[src/hw/rtl/erm_pkg.sv]
// ----------------------------------------------------------------------------
// erm_pkg
// Shared types and constants of the echo range median filter.
// ----------------------------------------------------------------------------
package erm_pkg;

  localparam int SAMPLE_W = 15;
  localparam int TIME_W   = 32;
  localparam int DIST_W   = 10;

  // cm = floor(t * 1716 / 100000) = (t * SCALE_MUL) >> SCALE_SHIFT for t < 2^15
  localparam int SCALE_SHIFT = 32;
  localparam int SCALE_MUL_W = 27;
  localparam logic [SCALE_MUL_W-1:0] SCALE_MUL = 27'd73701639;

  localparam logic [SAMPLE_W-1:0] LIMIT_RESET = 15'd26233;

  typedef enum logic [1:0] {
    KIND_TRIGGER = 2'd0,
    KIND_RISE    = 2'd1,
    KIND_FALL    = 2'd2,
    KIND_READ    = 2'd3
  } erm_kind_t;

  typedef enum logic [1:0] {
    SRC_NONE   = 2'd0,
    SRC_LATEST = 2'd1,
    SRC_MEDIAN = 2'd2
  } erm_src_t;

  // control broadcast to every sort cell
  typedef struct packed {
    logic load;
    logic step;
    logic odd;
  } erm_sort_ctl_t;

endpackage

[src/hw/rtl/erm_sort_cell.sv]
// ----------------------------------------------------------------------------
// erm_sort_cell
// One cell of the odd-even transposition sorter: holds one sample and
// compare-exchanges with the neighbor it pairs with in the current phase.
// ----------------------------------------------------------------------------
module erm_sort_cell #(
  parameter int IDX    = 0,
  parameter int WINDOW = 7
) (
  input  logic                          clk,
  input  erm_pkg::erm_sort_ctl_t        ctl,
  input  logic [erm_pkg::SAMPLE_W-1:0]  load_val,
  input  logic [erm_pkg::SAMPLE_W-1:0]  left_val,
  input  logic [erm_pkg::SAMPLE_W-1:0]  right_val,
  output logic [erm_pkg::SAMPLE_W-1:0]  val
);
  import erm_pkg::*;

  localparam bit HAS_RIGHT = (IDX + 1) < WINDOW;
  localparam bit HAS_LEFT  = IDX > 0;
  localparam bit IS_ODD    = (IDX % 2) == 1;

  logic [SAMPLE_W-1:0] val_r;
  logic [SAMPLE_W-1:0] val_nxt;
  logic                is_left;
  logic                is_right;

  always_comb begin
    if (ctl.odd) begin
      is_left  = IS_ODD && HAS_RIGHT;
      is_right = !IS_ODD && HAS_LEFT;
    end else begin
      is_left  = !IS_ODD && HAS_RIGHT;
      is_right = IS_ODD;
    end

    val_nxt = val_r;
    if (ctl.load) begin
      val_nxt = load_val;
    end else if (ctl.step && is_left) begin
      val_nxt = (right_val < val_r) ? right_val : val_r;
    end else if (ctl.step && is_right) begin
      val_nxt = (left_val > val_r) ? left_val : val_r;
    end
  end

  always_ff @(posedge clk) begin
    val_r <= val_nxt;
  end

  assign val = val_r;

endmodule

[src/hw/rtl/erm_scale.sv]
// ----------------------------------------------------------------------------
// erm_scale
// Echo time to centimeters by reciprocal multiply, product registered.
// ----------------------------------------------------------------------------
module erm_scale (
  input  logic                          clk,
  input  logic                          en,
  input  logic [erm_pkg::SAMPLE_W-1:0]  time_val,
  output logic [erm_pkg::DIST_W-1:0]    dist_cm
);
  import erm_pkg::*;

  localparam int PROD_W = SAMPLE_W + SCALE_MUL_W;

  logic [PROD_W-1:0] prod_r;

  always_ff @(posedge clk) begin
    if (en) begin
      prod_r <= PROD_W'(time_val) * PROD_W'(SCALE_MUL);
    end
  end

  assign dist_cm = prod_r[SCALE_SHIFT +: DIST_W];

endmodule

[src/hw/rtl/echo_range_median_filter_top.sv]
// ----------------------------------------------------------------------------
// echo_range_median_filter_top
// Ultrasonic echo timing with a median-of-window distance filter.
// ----------------------------------------------------------------------------
// Trigger, rising-edge and falling-edge events are handled in the idle state.
// Once the window is full, a read loads the row of sort cells, runs WINDOW
// odd-even transposition phases in the cell chain, then the registered
// multiply, and then emits. Before the window is full a read skips the
// sort. The result sits in an output register, so trigger and edge events
// are taken while it waits; a further read waits until its slot is free.
// echo_limit_us is written on cfg_data.
module echo_range_median_filter_top #(
  parameter int WINDOW = 7
) (
  input  logic                          clk,
  input  logic                          rst_n,
  input  logic                          in_valid,
  output logic                          in_stall,
  input  logic [1:0]                    in_kind,
  input  logic [erm_pkg::TIME_W-1:0]    in_time_us,
  output logic                          out_valid,
  input  logic                          out_stall,
  output logic [erm_pkg::DIST_W-1:0]    out_distance_cm,
  output logic [1:0]                    out_source,
  input  logic                          cfg_valid,
  output logic                          cfg_ready,
  input  logic [erm_pkg::SAMPLE_W-1:0]  cfg_data
);
  import erm_pkg::*;

  localparam int CNT_W = $clog2(WINDOW);

  typedef enum logic [1:0] {
    ST_IDLE,
    ST_SORT,
    ST_MUL,
    ST_EMIT
  } state_t;

  state_t              state_r;
  logic [SAMPLE_W-1:0] limit_r;
  logic                armed_r;
  logic [TIME_W-1:0]   echo_start_r;
  logic [SAMPLE_W-1:0] win_r [WINDOW];
  logic [CNT_W-1:0]    fill_cnt_r;
  logic                full_r;
  logic [CNT_W-1:0]    phase_r;
  erm_src_t            src_r;
  logic                out_valid_r;
  logic [DIST_W-1:0]   out_dist_r;
  erm_src_t            out_src_r;

  logic                in_xfer;
  erm_kind_t           kind;
  logic [TIME_W-1:0]   elapsed;
  logic [SAMPLE_W-1:0] sample;
  erm_sort_ctl_t       sort_ctl;
  logic [SAMPLE_W-1:0] cell_val [WINDOW];
  logic [SAMPLE_W-1:0] scale_in;
  logic [DIST_W-1:0]   scale_cm;
  logic                out_free;

  assign in_stall  = (state_r != ST_IDLE);
  assign in_xfer   = in_valid && !in_stall;
  assign kind      = erm_kind_t'(in_kind);
  assign cfg_ready = 1'b1;
  assign out_free  = !out_valid_r || !out_stall;

  always_comb begin
    elapsed = in_time_us - echo_start_r;
    if (elapsed > TIME_W'(limit_r)) begin
      sample = limit_r;
    end else begin
      sample = elapsed[SAMPLE_W-1:0];
    end
  end

  assign sort_ctl.load = in_xfer && (kind == KIND_READ) && full_r;
  assign sort_ctl.step = (state_r == ST_SORT);
  assign sort_ctl.odd  = phase_r[0];

  // row of sort cells, each pairs with a neighbor per phase
  for (genvar i = 0; i < WINDOW; i++) begin : g_cell
    logic [SAMPLE_W-1:0] left_v;
    logic [SAMPLE_W-1:0] right_v;
    if (i == 0) begin : g_l0
      assign left_v = cell_val[i];
    end else begin : g_l
      assign left_v = cell_val[i-1];
    end
    if (i == WINDOW - 1) begin : g_rn
      assign right_v = cell_val[i];
    end else begin : g_r
      assign right_v = cell_val[i+1];
    end
    erm_sort_cell #(
      .IDX    (i),
      .WINDOW (WINDOW)
    ) u_cell (
      .clk       (clk),
      .ctl       (sort_ctl),
      .load_val  (win_r[i]),
      .left_val  (left_v),
      .right_val (right_v),
      .val       (cell_val[i])
    );
  end

  always_comb begin
    case (src_r)
      SRC_MEDIAN: scale_in = cell_val[WINDOW/2];
      SRC_LATEST: scale_in = win_r[0];
      default:    scale_in = '0;
    endcase
  end

  erm_scale u_scale (
    .clk      (clk),
    .en       (state_r == ST_MUL),
    .time_val (scale_in),
    .dist_cm  (scale_cm)
  );

  // newest sample at position 0; median does not care about order
  always_ff @(posedge clk) begin
    if (in_xfer && (kind == KIND_FALL) && armed_r) begin
      win_r[0] <= sample;
      for (int i = 1; i < WINDOW; i++) begin
        win_r[i] <= win_r[i-1];
      end
    end
  end

  always_ff @(posedge clk) begin
    if (!rst_n) begin
      state_r      <= ST_IDLE;
      limit_r      <= LIMIT_RESET;
      armed_r      <= 1'b0;
      echo_start_r <= '0;
      fill_cnt_r   <= '0;
      full_r       <= 1'b0;
      phase_r      <= '0;
      src_r        <= SRC_NONE;
      out_valid_r  <= 1'b0;
      out_dist_r   <= '0;
      out_src_r    <= SRC_NONE;
    end else begin
      if (cfg_valid && cfg_ready) begin
        limit_r <= cfg_data;
      end
      // emit state sets the flag itself when it loads a new result
      if (out_valid_r && !out_stall && (state_r != ST_EMIT)) begin
        out_valid_r <= 1'b0;
      end

      case (state_r)
        ST_IDLE: begin
          if (in_xfer) begin
            case (kind)
              KIND_TRIGGER: armed_r <= 1'b1;
              KIND_RISE: begin
                if (armed_r) begin
                  echo_start_r <= in_time_us;
                end
              end
              KIND_FALL: begin
                if (armed_r) begin
                  armed_r <= 1'b0;
                  if (fill_cnt_r == CNT_W'(WINDOW - 1)) begin
                    fill_cnt_r <= '0;
                    full_r     <= 1'b1;
                  end else begin
                    fill_cnt_r <= fill_cnt_r + CNT_W'(1);
                  end
                end
              end
              default: begin
                phase_r <= '0;
                if (full_r) begin
                  src_r   <= SRC_MEDIAN;
                  state_r <= ST_SORT;
                end else begin
                  src_r   <= (fill_cnt_r != '0) ? SRC_LATEST : SRC_NONE;
                  state_r <= ST_MUL;
                end
              end
            endcase
          end
        end
        ST_SORT: begin
          if (phase_r == CNT_W'(WINDOW - 1)) begin
            state_r <= ST_MUL;
          end else begin
            phase_r <= phase_r + CNT_W'(1);
          end
        end
        ST_MUL: begin
          state_r <= ST_EMIT;
        end
        ST_EMIT: begin
          if (out_free) begin
            out_valid_r <= 1'b1;
            out_dist_r  <= scale_cm;
            out_src_r   <= src_r;
            state_r     <= ST_IDLE;
          end
        end
        default: state_r <= ST_IDLE;
      endcase
    end
  end

  assign out_valid       = out_valid_r;
  assign out_distance_cm = out_dist_r;
  assign out_source      = out_src_r;

endmodule

[config.mk]
export PLATFORM = sky130hd
export DESIGN_NAME = echo_range_median_filter_top
export DESIGN_NICKNAME = d
export VERILOG_FILES = /design/src/hw/rtl/erm_pkg.sv /design/src/hw/rtl/erm_sort_cell.sv /design/src/hw/rtl/erm_scale.sv /design/src/hw/rtl/echo_range_median_filter_top.sv
export SDC_FILE = /design/constraint.sdc
export NUM_CORES = 1
export LEC_CHECK = 0
export ABC_CLOCK_PERIOD_IN_PS = 8200
export BUFFER_PORTS_ARGS = -buffer_cell sky130_fd_sc_hd__buf_2
export CAP_MARGIN = 10
export CORE_MARGIN = 2
export CORE_UTILIZATION = 43
export CTS_BUF_LIST = sky130_fd_sc_hd__clkbuf_2 sky130_fd_sc_hd__clkbuf_4 sky130_fd_sc_hd__clkbuf_8
export DETAILED_ROUTE_END_ITERATION = 7
export MAX_ROUTING_LAYER = met4
export PLACE_DENSITY_LB_ADDON = 0.25
export SETUP_SLACK_MARGIN = 0.4
export SLEW_MARGIN = 20
export SYNTH_ARGS = -nofsm -noshare
export SYNTH_HDL_FRONTEND = slang
export SYNTH_SLANG_ARGS = --single-unit
[constraint.sdc]
create_clock -name clk -period 8.2 [get_ports clk]
set_input_delay 1.64 -clock clk [delete_from_list [all_inputs] [get_ports clk]]
set_output_delay 1.64 -clock clk [all_outputs]
set_load 0.02 [all_outputs]
# Yosys cells after proc, flatten, opt, wreduce, memory -nomap -nowiden
# Memories as Yosys holds them, arrays and structs flattened.
# Index checks and enable logic that the tools add are counted.
# word_totals
ff_bits	219
latch_bits	0
ram_bits	105
romBits	0
out_inout_bits	15
word_cells	158
mem_count	1
# op_classes
add_sub_neg	3
mul	1
n_div	0
n_lt_le_gt_ge	13
n_eq_ne	21
n_shift	0
mux	54
n_bitwise	1
reduce_logical	45
# mem_list
memory	depth	width	rd	rd_ports_with_merged_regs	write_ports	line_no	text
win_r	7	15	7	0	7	echo_range_median_filter_top.sv:44	logic [SAMPLE_W-1:0] win_r [WINDOW];
# op_table
op	n
$mux W15	32
$gt A15 B15 Y1	6
$lt A15 B15 Y1	6
$mul A15 B27 Y42 const B	1
$gt A32 B15 Y1	1
$sub A32 B32 Y32	1
$pmux W15 S2	1
$reduce_and A3 Y1	7
$reduce_bool A3 Y1	7
$reduce_and A4 Y1	4
$reduce_bool A2 Y1	7
$mux W2	6
$mux W3	4
$ne A2 B2 Y1 const B	6
$eq A2 B2 Y1 const B	5
$logic_and A1 B1 Y1	9
$mux W1	8
$pmux W2 S4	1
$add A3 B1 Y3 const B	2
$eq A2 B1 Y1 const B	3
$eq A3 B3 Y1 const B	2
$ne A3 B1 Y1 const B	2
$ne A3 B2 Y1 const B	2
$pmux W3 S2	1
9 further kinds	14

# Longest topological paths before layout
# Gate-level depths: netlist of run 1.
# depth
ltp_word	7
depth_mapped	26
mapped_depth_nobuf	25

# Cells and area by module
# A second synthesis of run 1 with hierarchy kept.
# unflattened
cells_unflattened	2347
hier_area_um2	23587.6
# modules_own_cells
mod	instances	cells_each	area_per_inst_um2
echo_range_median_filter_top	1	844	8759.7
erm_scale	1	552	5516.5
erm_sort_cell at g_cell[1].u_cell ...	2	156	1463.9
erm_sort_cell at g_cell[2].u_cell ...	2	158	1452.6
erm_sort_cell at g_cell[5].u_cell	1	153	1450.1
erm_sort_cell at g_cell[0].u_cell	1	83	1019.7
erm_sort_cell at g_cell[6].u_cell	1	87	1008.5

# Worst setup path after synthesis of run 1
# Ideal clock, no wire load.
# synth_timing
kind	register -> register
startpoint	register src_r[0]
endpoint	register u_scale.prod_r[41] (data pin)
setup_time_ns	0.258
arrival_ns	6.006
slack_ns	1.936
path_stages_with_launch	25
n_path_buf	1
synth_period_minus_slack_ns	6.264
path_cell_list	dfxtp_1 > inv_1 > ha_1 > clkbuf_1 > a22oi_1 > nor2_1 > fa_1 > ha_1 > fa_1 > inv_1 > fa_1 > inv_1 > fa_1 > inv_1 > fa_1 > inv_1 > ha_1 > a21o_1 > a21oi_1 > o21ai_0 > or3_1 > o211ai_1 > nand3b_1 > a31oi_1 > xnor2_1
# synth_via
elab_chain_len	3
elab_cells_between_ends	4
classes_between	1 x mul; 2 x eq/ne; 1 x mux
# synth_lines
item	line_no	text
start: declaration	echo_range_median_filter_top.sv:48	erm_src_t src_r;
start signal: assignment	echo_range_median_filter_top.sv:183	src_r <= (fill_cnt_r != '0) ? SRC_LATEST : SRC_NONE;
$eq A2 B1 Y1 or $eq A2 B2 Y1 (tied branches)	echo_range_median_filter_top.sv:110	case (src_r)
$pmux W15 S2 *	echo_range_median_filter_top.sv:110	
$mul A15 B27 Y42 *	erm_scale.sv:19	prod_r <= PROD_W'(time_val) * PROD_W'(SCALE_MUL);
end signal: assignment	erm_scale.sv:19	
end: declaration	erm_scale.sv:15	logic [PROD_W-1:0] prod_r;
# Every way passes the cells marked *; elsewhere a longest branch is shown, timed or not.
# A chain may end at the register's enable or synchronous reset.

# Final worst setup path of run 1
# layout_timing
startpoint	register src_r[0]
endpoint	register u_scale.prod_r[38] (data pin)
# Same word-level chain as after synthesis.

==> results of run 1 <==
sequential cells by signal, indices dropped and copies added, names as in the netlist:
name and count:
g_cell.u_cell.val 105, win_r 105, echo_start_r 32, limit_r 15, out_distance_cm 10, u_scale.prod_r 10
fill_cnt_r 3, phase_r 3, out_source 2, src_r 2, state_r 2, armed_r 1
full_r 1, out_valid 1
cells by family after synthesis:
logic type,Yosys count
AOI/OAI and AO/OA,461
xor gates and xnor gates,25
adders and majority gates,391
buffers and inverters,359
DFF,292
muxes,85
other,1
and+or+nand+nor,528
worst max path at each step:
stage                                startpoint                            to  cells past startpoint
after global placement    src_r[0]$_SDFFE_PN0P_  u_scale.prod_r[36]$_DFFE_PP_                     23
after detailed placement  src_r[0]$_SDFFE_PN0P_  u_scale.prod_r[41]$_DFFE_PP_                     24
after CTS                 src_r[0]$_SDFFE_PN0P_  u_scale.prod_r[36]$_DFFE_PP_                     23
after global routing      src_r[0]$_SDFFE_PN0P_  u_scale.prod_r[38]$_DFFE_PP_                     24
final                     src_r[0]$_SDFFE_PN0P_  u_scale.prod_r[38]$_DFFE_PP_                     23
after floorplan           src_r[0]$_SDFFE_PN0P_  u_scale.prod_r[41]$_DFFE_PP_                     24
routing by layer:
layer | up-vias | wire length (microns) | track usage [%]
li1 | 7603 | - | -
met1 | 7263 | 24200 | 28.2
met2 | 273 | 24000 | 34.4
met3 | 80 | 2080 | 2.98
met4 | 0 | 1080 | 5.20
met5 | - | 0 | -
critical path: stages, from the launching register on:
cell and delay [ns]:
dfxtp_1 0.35, inv_1 0.07, ha_1 0.46, a22oi_1 0.17
nor2_1 0.62, fa_1 0.53, ha_1 0.32, fa_1 0.51
inv_1 0.06, fa_1 0.54, inv_1 0.06, fa_1 0.53
inv_1 0.05, fa_1 0.49, inv_1 0.04, ha_1 0.31
a21o_1 0.17, a21oi_1 0.20, o21ai_0 0.10, or3_1 0.38
o21ai_0 0.16, o21ai_0 0.15, a311oi_1 0.32, nor2_1 0.07
per-stage QoR:
stage	instance area (sq um)	total power [uW]	util [%]
after floorplan	21300	2520	-
after global placement	22300	2780	45.6
after detailed placement	22300	2820	45.6
after CTS	23300	4180	47.6
after global routing	23300	4380	47.6
final	23300	4140	47.6
cell usage in the layout (no fill, tap or decap), types with 11 or more instances in the layout:
cell type	count
a21o_1	62
o21a_1	13
nand3_1	17
nand2b_1	13
fa_1	87
dfxtp_1	72
clkbuf_8	53
nand4_1	29
edfxtp_1	220
nor3_1	18
mux2i_1	70
buf_2	67
buf_4	11
o21ai_0	126
a211oi_1	12
nor2b_1	19
inv_1	288
a22oi_1	17
clkbuf_4	14
a21oi_1	141
or2_2	15
nand2_1	306
o211ai_1	22
ha_1	304
xnor2_1	16
nor2_1	77
cell type report:
type	instances	area, sq um	area share (%)
Tap cell	664	831	3.57
Inverter	289	1090	4.67
Clock buffer	67	835	3.59
Multi-Input combinational cell	1491	11900	51.1
Antenna cell	2	5.00	0.0215
Sequential cell	292	8050	34.6
Clock inverter	22	166	0.715
Timing Repair Buffer	78	418	1.80
power by group:
part	switching, uW	internal (uW)	leakage, uW
sequential	125	1780	0.00258
combinational	534	351	0.00806
clock	620	728	0.000531
total	1280	2860	0.0112
==> flow_summary.rst, run 1 <==
.. list-table::
   :header-rows: 1

   * - Metric
     - Value
   * - Status
     - finished clean
   * - Leakage power of the design
     - 0.0112 uW
   * - Number of port buffers
     - 67
   * - DP Cell Count
     - 2814
   * - Post-Route WL
     - 51.4 mm
   * - Drt initial violations
     - roughly 900
   * - Hold Path Class
     - flop to flop
   * - Number of antenna violations at the first check in global routing
     - 2
   * - Area of the core
     - a little under 50000 sq um
   * - Clock root cell
     - clkbuf_8
   * - Combinational family with the most area after synthesis
     - adder cells
   * - Area share of fa/ha/maj cells after synthesis
     - 26.1%
   * - Worst r2r src
     - src_r[0]$_SDFFE_PN0P_
   * - Crit Path Class
     - flop to flop
   * - Final number of max-transition violations
     - 0
   * - Effective utilization at floorplan
     - 43.5%
   * - Endpoint, Worst Hold
     - win_r[6][0]$_DFFE_PP_
   * - # setup viols final
     - 0
   * - Number of standard cells in the final layout excluding fillers
     - 2905
   * - Crit start category
     - flop
   * - Dominant cell by count in the synthesized netlist
     - nand2_1
   * - Nets
     - 2647
   * - Final worst-path setup slack
     - 1.27 ns
   * - Minimum setup slack after placement
     - 1.29 ns
   * - RSZ-0062 raised after global routing
     - no
   * - Count of vias placed by the detailed router
     - 15.2k
   * - Element type at the critical path end
     - flop
   * - DRC violations left
     - 0
   * - Primary flip-flop cell chosen by synthesis mapping
     - edfxtp_1
   * - Worst hold slack
     - 0.446 ns
   * - Synthesized instance count
     - 2142
   * - Share of cells above drive strength 1
     - around 9.0%
   * - Proportion of synthesized chip area in sequential cells
     - 37.9%
   * - Number of global-route vias before repair
     - 15.6k
   * - Die Area
     - 51200 sq um
   * - Signal arrival time at the worst endpoint
     - 7.28 ns
   * - TritonCTS clock tree
     - built
   * - Area added between synthesis and finish
     - 9.45%
   * - Clock latency at the later pin of the worst-skew pair
     - 0.61 ns
   * - Setup TNS
     - 0 ns
   * - Area of the mapped netlist
     - 21300 sq um
   * - Register bit total from synthesis
     - slightly below 300
   * - Top-area cell type share of the netlist area
     - 31.1%
   * - Cells resized by post-CTS repair
     - 0
   * - Clock-pin slew reported for the worst setup and hold paths after clock tree synthesis
     - 0.06 ns
   * - ANT nets after route
     - 0
   * - Post-synthesis mux area share
     - 4.25%
   * - Average via count per standard cell
     - about 5.2
   * - Simple-gate share of the synthesized area
     - 11.0%
   * - Cells on worst reg2reg path
     - 23
   * - Synth top area cells
     - edfxtp_1 31%, ha_1 18%, fa_1 8.2%, dfxtp_1 6.8%, nand2_1 5.4%
   * - First-pass detailed-route iteration total
     - 5
   * - Number of warnings issued by yosys
     - 0
   * - Required time of the critical path
     - roughly 8.6 ns
   * - Endpoint of the lowest-slack register-to-register path
     - u_scale.prod_r[38]$_DFFE_PP_
   * - Wire per inst
     - 17.7 microns
   * - Hold bufs inserted after CTS
     - 0
   * - Post-synthesis compound-gate area fraction
     - 13.4%
   * - Count of buffers added by post-CTS timing repair for setup
     - 0
   * - Weighted congestion reported at the end of routability-driven placement
     - slightly above 0.9
   * - IO Count
     - between 60 and 70
   * - Maximum fanout count along the critical path
     - 15
   * - Max Cap Violations
     - 0
   * - Mapped Avg Cell Area
     - 9.92 sq um
   * - Filler cell count
     - 4690
   * - Pin count of the biggest net entering global routing
     - 82
   * - Hold violation total from the final report
     - 0
   * - Post-detailed-placement half-perimeter wirelength
     - 39.6 mm
   * - Async SR Flop Fraction
     - 0%
   * - First-pass GRT wire length
     - 83.2 mm
   * - Max Root-Sink Buffers
     - 3
   * - Final critical delay including setup and external delays
     - 6.93 ns
   * - Worst slew margin relative to its limit
     - 37.6%
   * - Die X
     - 226 microns
   * - Worst hold stages
     - 0
   * - Final critical-path share of the clock period
     - 84.5%
   * - Final Skew
     - ~0.017 ns
   * - Slew of the pin with the lowest slew margin
     - 0.936 ns
   * - Maximum clock frequency
     - approximately 140 MHz
   * - Number of synthesized flops with an enable pin
     - 220
   * - R2R Setup Slk
     - between 1 and 1.5 ns
   * - Standard-cell row count
     - 81
   * - DIE HEIGHT
     - 226 microns
   * - Total CTS buffers
     - 50
   * - Parity-gate share of the synthesized area counting xor and xnor cells
     - 1.03%
   * - Total number of clock tree sinks
     - 292
   * - Maximum vdd ir drop
     - 0.000172 V
   * - Hold_sp
     - win_r[5][0]$_DFFE_PP_
   * - Largest area contributor in the netlist
     - edfxtp_1
   * - Library cells used by synthesis
     - 69
   * - Overflow left after global routing
     - 0
   * - Net count of the mapped netlist
     - 2587
   * - Total power per unit cell area
     - 178 nW/um^2
   * - Max H-tree Level
     - 2
   * - List of most frequent post-synthesis cells
     - 308 x nand2_1, 304 x ha_1, 288 x inv_1
   * - Gr usage total
     - 21.2%
Power figures use the tool's default switching activity.
==> run 2, diff against run 1 <==
--- a/config.mk
+++ b/config.mk
@@ -5,7 +5,7 @@
 export SDC_FILE = /design/constraint.sdc
 export NUM_CORES = 1
 export LEC_CHECK = 0
-export ABC_CLOCK_PERIOD_IN_PS = 8200
+export ABC_CLOCK_PERIOD_IN_PS = 6680
 export BUFFER_PORTS_ARGS = -buffer_cell sky130_fd_sc_hd__buf_2
 export CAP_MARGIN = 10
 export CORE_MARGIN = 2
==> constraint.sdc (replaced) <==
create_clock -name clk -period 6.68 [get_ports clk]
set_input_delay 1.336 -clock clk [delete_from_list [all_inputs] [get_ports clk]]
set_output_delay 1.336 -clock clk [all_outputs]
set_load 0.02 [all_outputs]
==> flow_summary.rst, run 2 (synthesis gave the netlist of run 1 again) <==
.. list-table::
   :header-rows: 1

   * - Metric
     - Value
   * - Max Root-Sink Buffers
     - 3 (unchanged)
   * - Hold violation total from the final report
     - 0 (unchanged)
   * - Leakage power of the design
     - 0.0113 uW (was 0.0112 uW)
   * - RSZ-0062 raised after global routing
     - no (unchanged)
   * - Final critical delay including setup and external delays
     - 6.05 ns (was 6.93 ns)
   * - Final critical-path share of the clock period
     - 90.5% (was 84.5%)
   * - Most frequent CP cell
     - inv_1
   * - Crit path buf inv count
     - 7 (was 5)
   * - Total power per unit cell area
     - 212 nW/um^2 (was 178 nW/um^2)
   * - Crit start category
     - flop (unchanged)
   * - Status
     - finished clean (unchanged)
   * - Worst setup path startpoint
     - src_r[0]$_SDFFE_PN0P_ (unchanged)
   * - Standard-cell row count
     - 81 (unchanged)
   * - Endpoint, Worst Hold
     - win_r[2][10]$_DFFE_PP_ (was win_r[6][0]$_DFFE_PP_)
   * - Number of port buffers
     - 67 (unchanged)
   * - Nets
     - 2678 (was 2647)
   * - Clock root cell
     - clkbuf_8 (unchanged)
   * - IO Count
     - 69 (unchanged)
   * - First-pass GRT wire length
     - 83.6 mm (was 83.2 mm)
   * - CP max stage cell
     - fa_1 (was nor2_1)
   * - Post-Route WL
     - 52.2 mm (was 51.4 mm)
   * - Signal arrival time at the worst endpoint
     - 6.40 ns (was 7.28 ns)
   * - Final worst-path setup slack
     - 0.633 ns (was 1.27 ns)
   * - Maximum clock frequency
     - 165 MHz (was 144 MHz)
   * - Worst hold slack
     - 0.444 ns (was 0.446 ns)
   * - Pin count of the biggest net entering global routing
     - 98 (was 82)
   * - Hold_sp
     - win_r[1][10]$_DFFE_PP_ (was win_r[5][0]$_DFFE_PP_)
   * - Element type at the critical path end
     - flop (unchanged)
   * - Number of antenna violations at the first check in global routing
     - 4 (was 2)
   * - Clock latency at the later pin of the worst-skew pair
     - 0.62 ns (was 0.61 ns)
   * - CP delay by family, top
     - adder cells (unchanged)
   * - Crit Path Class
     - flop to flop (unchanged)
   * - Worst hold stages
     - 0 (unchanged)
   * - Clock-pin slew reported for the worst setup and hold paths after clock tree synthesis
     - 0.07 ns (was 0.06 ns)
   * - Area occupied by multi-input gates
     - 12100 sq um (was 11900 sq um)
   * - DIE HEIGHT
     - 226 microns (unchanged)
   * - Post-detailed-placement half-perimeter wirelength
     - 40.3 mm (was 39.6 mm)
   * - Required time of the critical path
     - 7.03 ns (was 8.55 ns)
   * - Hold bufs inserted after CTS
     - 0 (unchanged)
   * - Wire per inst
     - 17.8 microns (was 17.7 microns)
   * - Total number of clock tree sinks
     - 292 (unchanged)
   * - Leading cell types in the layout, fill and taps excluded
     - 306 x nand2_1, 292 x ha_1, 282 x inv_1 (was 306 x nand2_1, 304 x ha_1, 288 x inv_1)
   * - Area added between synthesis and finish
     - 11.7% (was 9.45%)
   * - Worst slew margin relative to its limit
     - 27.9% (was 37.6%)
   * - Count of vias placed by the detailed router
     - 15.5k (was 15.2k)
   * - Maximum fanout count along the critical path
     - 12 (was 15)
   * - Final Skew
     - 0.0288 ns (was 0.0166 ns)
   * - Register cell area after layout
     - 8060 sq um (was 8050 sq um)
   * - Max Cap Violations
     - 0 (unchanged)
   * - Minimum setup slack after placement
     - 0.214 ns (was 1.29 ns)
   * - First-pass detailed-route iteration total
     - 5 (unchanged)
   * - R2R Setup Slk
     - 0.63 ns (was 1.27 ns)
   * - Worst r2r src
     - src_r[0]$_SDFFE_PN0P_ (unchanged)
   * - Average via count per standard cell
     - 5.28 (was 5.24)
   * - Drt initial violations
     - 783 (was 906)
   * - Slew of the pin with the lowest slew margin
     - 1.08 ns (was 0.936 ns)
   * - Overflow left after global routing
     - 0 (unchanged)
   * - Total Power Consumption
     - 5040 uW (was 4140 uW)
   * - Share of cells above drive strength 1
     - 11.5% (was 9.02%)
   * - Total CTS buffers
     - 50 (unchanged)
   * - TritonCTS clock tree
     - built (unchanged)
   * - Effective utilization at floorplan
     - 43.5% (unchanged)
   * - Leading cell type in the layout, fill and taps excluded
     - nand2_1 (unchanged)
   * - # setup viols final
     - 0 (unchanged)
   * - Setup TNS
     - 0 ns (unchanged)
   * - Die X
     - 226 microns (unchanged)
   * - Area of the core
     - 48800 sq um (unchanged)
   * - ANT nets after route
     - 0 (unchanged)
   * - DRC violations left
     - 0 (unchanged)
   * - Number of global-route vias before repair
     - 15.6k (about the same)
   * - Endpoint of the lowest-slack register-to-register path
     - u_scale.prod_r[38]$_DFFE_PP_ (unchanged)
   * - Cells on worst reg2reg path
     - 26 (was 23)
   * - Maximum vdd ir drop
     - 0.000163 V (was 0.000172 V)
   * - Gr usage total
     - 21.4% (was 21.2%)
   * - Post-layout util
     - 48.6% (was 47.6%)
   * - Weighted congestion reported at the end of routability-driven placement
     - 0.953 (was 0.913)
   * - Worst stage delay on the critical path
     - 0.53 ns (was 0.62 ns)
   * - Hold Path Class
     - flop to flop (unchanged)
   * - Final number of max-transition violations
     - 0 (unchanged)
   * - Max H-tree Level
     - 2 (unchanged)
   * - Filler cell count
     - 4662 (was 4690)
   * - Die Area
     - 51200 sq um (unchanged)
-- run 2: cell types whose count changed in the layout (fill, tap and decap cells not counted), moves of 6 or more --
cell / change
buf_4: +29
ha_1: -12
ha_4: +12
clkinv_1: +6
inv_1: -6
o21ai_1: +6
-- run 2: worst max-delay path by stage --
stage,to,slack [ns],depth (start not counted)
after global routing,u_scale.prod_r[41]$_DFFE_PP_,0.39,24
after floorplan,u_scale.prod_r[41]$_DFFE_PP_,0.42,24
final,u_scale.prod_r[38]$_DFFE_PP_,0.63,26
after detailed placement,u_scale.prod_r[38]$_DFFE_PP_,0.21,23
after CTS,u_scale.prod_r[38]$_DFFE_PP_,0.33,23
after global placement,u_scale.prod_r[38]$_DFFE_PP_,0.30,23
-- run 2: metal layers --
metal	wire (microns)	share of wire, %	vias up	GRT usage [%]
met3	2650	5.1	104	3.90
met1	24000	46	7416	27.9
met2	23900	46	332	33.8
li1	-	-	7659	-
met4	1660	3.2	0	7.00
met5	0	0	-	-
-- run 2: worst reg2reg max path, cell delays in order, from the launching register on --
cell and delay (ns):
dfxtp_4 0.34, buf_4 0.13, ha_4 0.17, buf_6 0.14
a22oi_1 0.17, or2_4 0.18, clkinvlp_4 0.14, ha_4 0.26
ha_1 0.31, inv_1 0.06, fa_1 0.50, inv_1 0.05
fa_1 0.53, inv_1 0.05, fa_1 0.53, inv_1 0.04
ha_1 0.28, ha_1 0.34, a21oi_1 0.18, nor2b_1 0.07
o21ai_1 0.15, nand3_1 0.12, or3_4 0.41, o21ai_1 0.14
o21ai_1 0.10, a311oi_1 0.32, nor2_1 0.08
-- run 2: what timing repair did --
action,CTS,global route
setup endpoints to repair,7,10
gates resized for setup,7,50
pin swaps,1,12
setup buffers,0,11
-- run 2: cell type report --
type                       instances  share of cell area (%)
tap                              664                    3.50
multi-input combinational       1491                    51.0
inverter                         289                    4.64
clock inverter                    25                   0.680
clock buffer                      66                    3.43
sequential                       292                    33.9
timing repair buffer             109                    2.77
antenna                            4                  0.0422
-- run 2: report_power, final --
part / internal (uW) / switching (uW)
Sequential: 2190 / 150
Combinational: 433 / 647
Clock: 841 / 784
-- run 2: stage by stage --
stage,instances,cell area (sq um)
6_report,2940,23700
5_1_grt,2940,23700
4_1_cts,2925,23400
3_5_place_dp,2834,22400
3_3_place_gp,2834,22400
2_1_floorplan,2142,21300
==> run 3, diff against run 2 <==
--- a/config.mk
+++ b/config.mk
@@ -5,7 +5,7 @@
 export SDC_FILE = /design/constraint.sdc
 export NUM_CORES = 1
 export LEC_CHECK = 0
-export ABC_CLOCK_PERIOD_IN_PS = 6680
+export ABC_CLOCK_PERIOD_IN_PS = 5400
 export BUFFER_PORTS_ARGS = -buffer_cell sky130_fd_sc_hd__buf_2
 export CAP_MARGIN = 10
 export CORE_MARGIN = 2
@@ -15,6 +15,7 @@
 export MAX_ROUTING_LAYER = met4
 export PLACE_DENSITY_LB_ADDON = 0.25
 export SETUP_SLACK_MARGIN = 0.4
+export SKIP_LAST_GASP = 1
 export SLEW_MARGIN = 20
 export SYNTH_ARGS = -nofsm -noshare
 export SYNTH_HDL_FRONTEND = slang
==> constraint.sdc (replaced) <==
create_clock -name clk -period 5.4 [get_ports clk]
set_input_delay 1.08 -clock clk [delete_from_list [all_inputs] [get_ports clk]]
set_output_delay 1.08 -clock clk [all_outputs]
set_load 0.02 [all_outputs]
==> flow_summary.rst, run 3 (synthesis gave the netlist of run 1 again) <==
.. list-table::
   :header-rows: 1

   * - Metric
     - Value
   * - Status
     - complete, but fails checks (was finished clean)
   * - Failing checks
     - setup timing
   * - Worst hold stages
     - 0 (unchanged)
   * - Nets
     - 2811 (was 2678)
   * - Met2 routed WL
     - 25.4 mm (was 23.9 mm)
   * - Clock root cell
     - clkbuf_8 (unchanged)
   * - Average via count per standard cell
     - 5.26 (was 5.28)
   * - Top metal layer carrying routed signals
     - met4 (unchanged)
   * - Standard-cell row count
     - 81 (unchanged)
   * - Max Cap Violations
     - 0 (unchanged)
   * - WL met1
     - 24.2 mm (was 24.0 mm)
   * - Final critical-path share of the clock period
     - 108% (was 90.5%)
   * - Die X
     - 226 microns (unchanged)
   * - Total CTS buffers
     - 50 (unchanged)
   * - Number of global-route vias before repair
     - 16.4k (was 15.6k)
   * - Final worst-path setup slack
     - -0.436 ns (was 0.633 ns)
   * - Final number of max-transition violations
     - 0 (unchanged)
   * - Clock-pin slew reported for the worst setup and hold paths after clock tree synthesis
     - 0.06 ns (was 0.07 ns)
   * - Post-layout util
     - 51.8% (was 48.6%)
   * - First-pass GRT wire length
     - 86.5 mm (was 83.6 mm)
   * - Die Area
     - 51200 sq um (unchanged)
   * - Number of port buffers
     - 67 (unchanged)
   * - RSZ-0062 raised after global routing
     - yes (was no)
   * - Sum of met3 wire segment lengths after detailed routing
     - 2.82 mm (was 2.65 mm)
   * - Leading cell type in the layout, fill and taps excluded
     - nand2_1 (unchanged)
   * - Total power per unit cell area
     - 254 nW/um^2 (was 212 nW/um^2)
   * - Crit Path Class
     - flop to flop (unchanged)
   * - Slew of the pin with the lowest slew margin
     - 1.13 ns (was 1.08 ns)
   * - Number of antenna violations at the first check in global routing
     - 3 (was 4)
   * - Leading cell types in the layout, fill and taps excluded
     - 304 x nand2_1, 272 x ha_1, 266 x inv_1 (was 306 x nand2_1, 292 x ha_1, 282 x inv_1)
   * - Post-detailed-placement half-perimeter wirelength
     - 42.0 mm (was 40.3 mm)
   * - Max H-tree Level
     - 2 (unchanged)
   * - Count of vias placed by the detailed router
     - 16.2k (was 15.5k)
   * - Hold violation total from the final report
     - 0 (unchanged)
   * - Drt initial violations
     - 782 (was 783)
   * - Total Power Consumption
     - 6420 uW (was 5040 uW)
   * - # setup viols final
     - 10 (was 0)
   * - Worst slew margin relative to its limit
     - 24.5% (was 27.9%)
   * - Overflow left after global routing
     - 0 (unchanged)
   * - Hold Path Class
     - flop to flop (unchanged)
   * - Max Root-Sink Buffers
     - 3 (unchanged)
   * - Final Skew
     - 0.0490 ns (was 0.0288 ns)
   * - Maximum clock frequency
     - 171 MHz (was 165 MHz)
   * - DRC violations left
     - 0 (unchanged)
   * - Leakage power of the design
     - 0.0120 uW (was 0.0113 uW)
   * - Gr usage total
     - 22.0% (was 21.4%)
   * - TritonCTS clock tree
     - built (unchanged)
   * - Final critical delay including setup and external delays
     - 5.84 ns (was 6.05 ns)
   * - Maximum vdd ir drop
     - 0.000178 V (was 0.000163 V)
   * - Share of cells above drive strength 1
     - 19.6% (was 11.5%)
   * - First-pass detailed-route iteration total
     - 6 (was 5)
   * - ANT nets after route
     - 0 (unchanged)
   * - Weighted congestion reported at the end of routability-driven placement
     - 0.913 (was 0.953)
   * - Maximum fanout count along the critical path
     - 8 (was 12)
   * - Pin count of the biggest net entering global routing
     - 96 (was 98)
   * - DIE HEIGHT
     - 226 microns (unchanged)
   * - Wire per inst
     - 17.4 microns (was 17.8 microns)
   * - Cells on worst reg2reg path
     - 24 (was 26)
   * - Signal arrival time at the worst endpoint
     - 6.16 ns (was 6.40 ns)
   * - Area added between synthesis and finish
     - 19.0% (was 11.7%)
   * - Clock latency at the later pin of the worst-skew pair
     - 0.61 ns (was 0.62 ns)
   * - Post-Route WL
     - 53.4 mm (was 52.2 mm)
   * - Required time of the critical path
     - 5.72 ns (was 7.03 ns)
   * - Area of the core
     - 48800 sq um (unchanged)
   * - Element type at the critical path end
     - flop (unchanged)
   * - Total number of clock tree sinks
     - 292 (unchanged)
   * - Effective utilization at floorplan
     - 43.5% (unchanged)
   * - Crit start category
     - flop (unchanged)
   * - IO Count
     - 69 (unchanged)
## run 3: metrics by stage
stage	instances	hold slack (ns)	cell area [sq um]	setup TNS (ns)	setup WS, ns
after CTS	3061	0.444	25000	-3.61	-0.493
after detailed placement	2961	0.434	23700	-3.95	-0.556
after floorplan	2142	0.426	21600	-0.719	-0.215
after global placement	2961	0.430	23700	-3.33	-0.483
final	3075	0.444	25300	-3.48	-0.436
after global routing	3075	0.457	25300	-5.57	-0.662
## run 3: worst paths after layout
kind	slack (ns)	from	to
worst min-delay path	0.44	win_r[3][6]$_DFFE_PP_	win_r[4][6]$_DFFE_PP_
worst max-delay path	-0.44	src_r[1]$_SDFFE_PN0P_	u_scale.prod_r[40]$_DFFE_PP_
worst max register to register	-0.44	src_r[1]$_SDFFE_PN0P_	u_scale.prod_r[40]$_DFFE_PP_
worst min register to register	0.44	win_r[3][6]$_DFFE_PP_	win_r[4][6]$_DFFE_PP_
## run 3: where the power goes
| group | total (uW) | internal [uW] | switching [uW] |
|---|---|---|---|
| Combinational | 1390 | 557 | 833 |
| Clock | 2150 | 1210 | 935 |
| Sequential | 2880 | 2710 | 179 |
| Total | 6420 | 4470 | 1950 |
## run 3: repair_timing
item	4_1_cts	5_1_grt
gates resized for setup	36	55
hold buffers	0	0
pin swaps	30	48
endpoints found under the setup margin	10	24
buffers inserted	6	11
## run 3: layout make-up
class                   instances  area, sq um
diodes                          3         7.51
repair buffers                242         1690
clock buffers                  75          932
flip-flops and latches        292         8050
multi-input cells            1491        12500
inverters                     289         1100
well taps                     664          831
clock inverters                19          164
fillers                      4466        23600
## run 3: worst max-delay path, stage by stage, from the launching register on
cell and delay (ns):
dfxtp_2 0.34, inv_1 0.10, ha_4 0.21, a22oi_2 0.06, or2_4 0.27, inv_4 0.08
ha_4 0.21, ha_1 0.27, inv_1 0.05, fa_1 0.52, inv_1 0.06, fa_1 0.57
fa_1 0.43, fa_1 0.45, ha_1 0.30, a21o_1 0.17, a21o_1 0.19, a21oi_2 0.16
o21ai_2 0.09, or3_4 0.42, o211ai_1 0.23, nand3b_1 0.12, buf_4 0.16, nand2_4 0.06
xnor2_1 0.06
## run 3: routing by layer
| layer | global-route usage, % | up-vias |
|---|---|---|
| met3 | 3.43 | 61 |
| met2 | 36.2 | 381 |
| met1 | 28.6 | 7802 |
| li1 | - | 7923 |
| met5 | - | - |
| met4 | 5.26 | 0 |
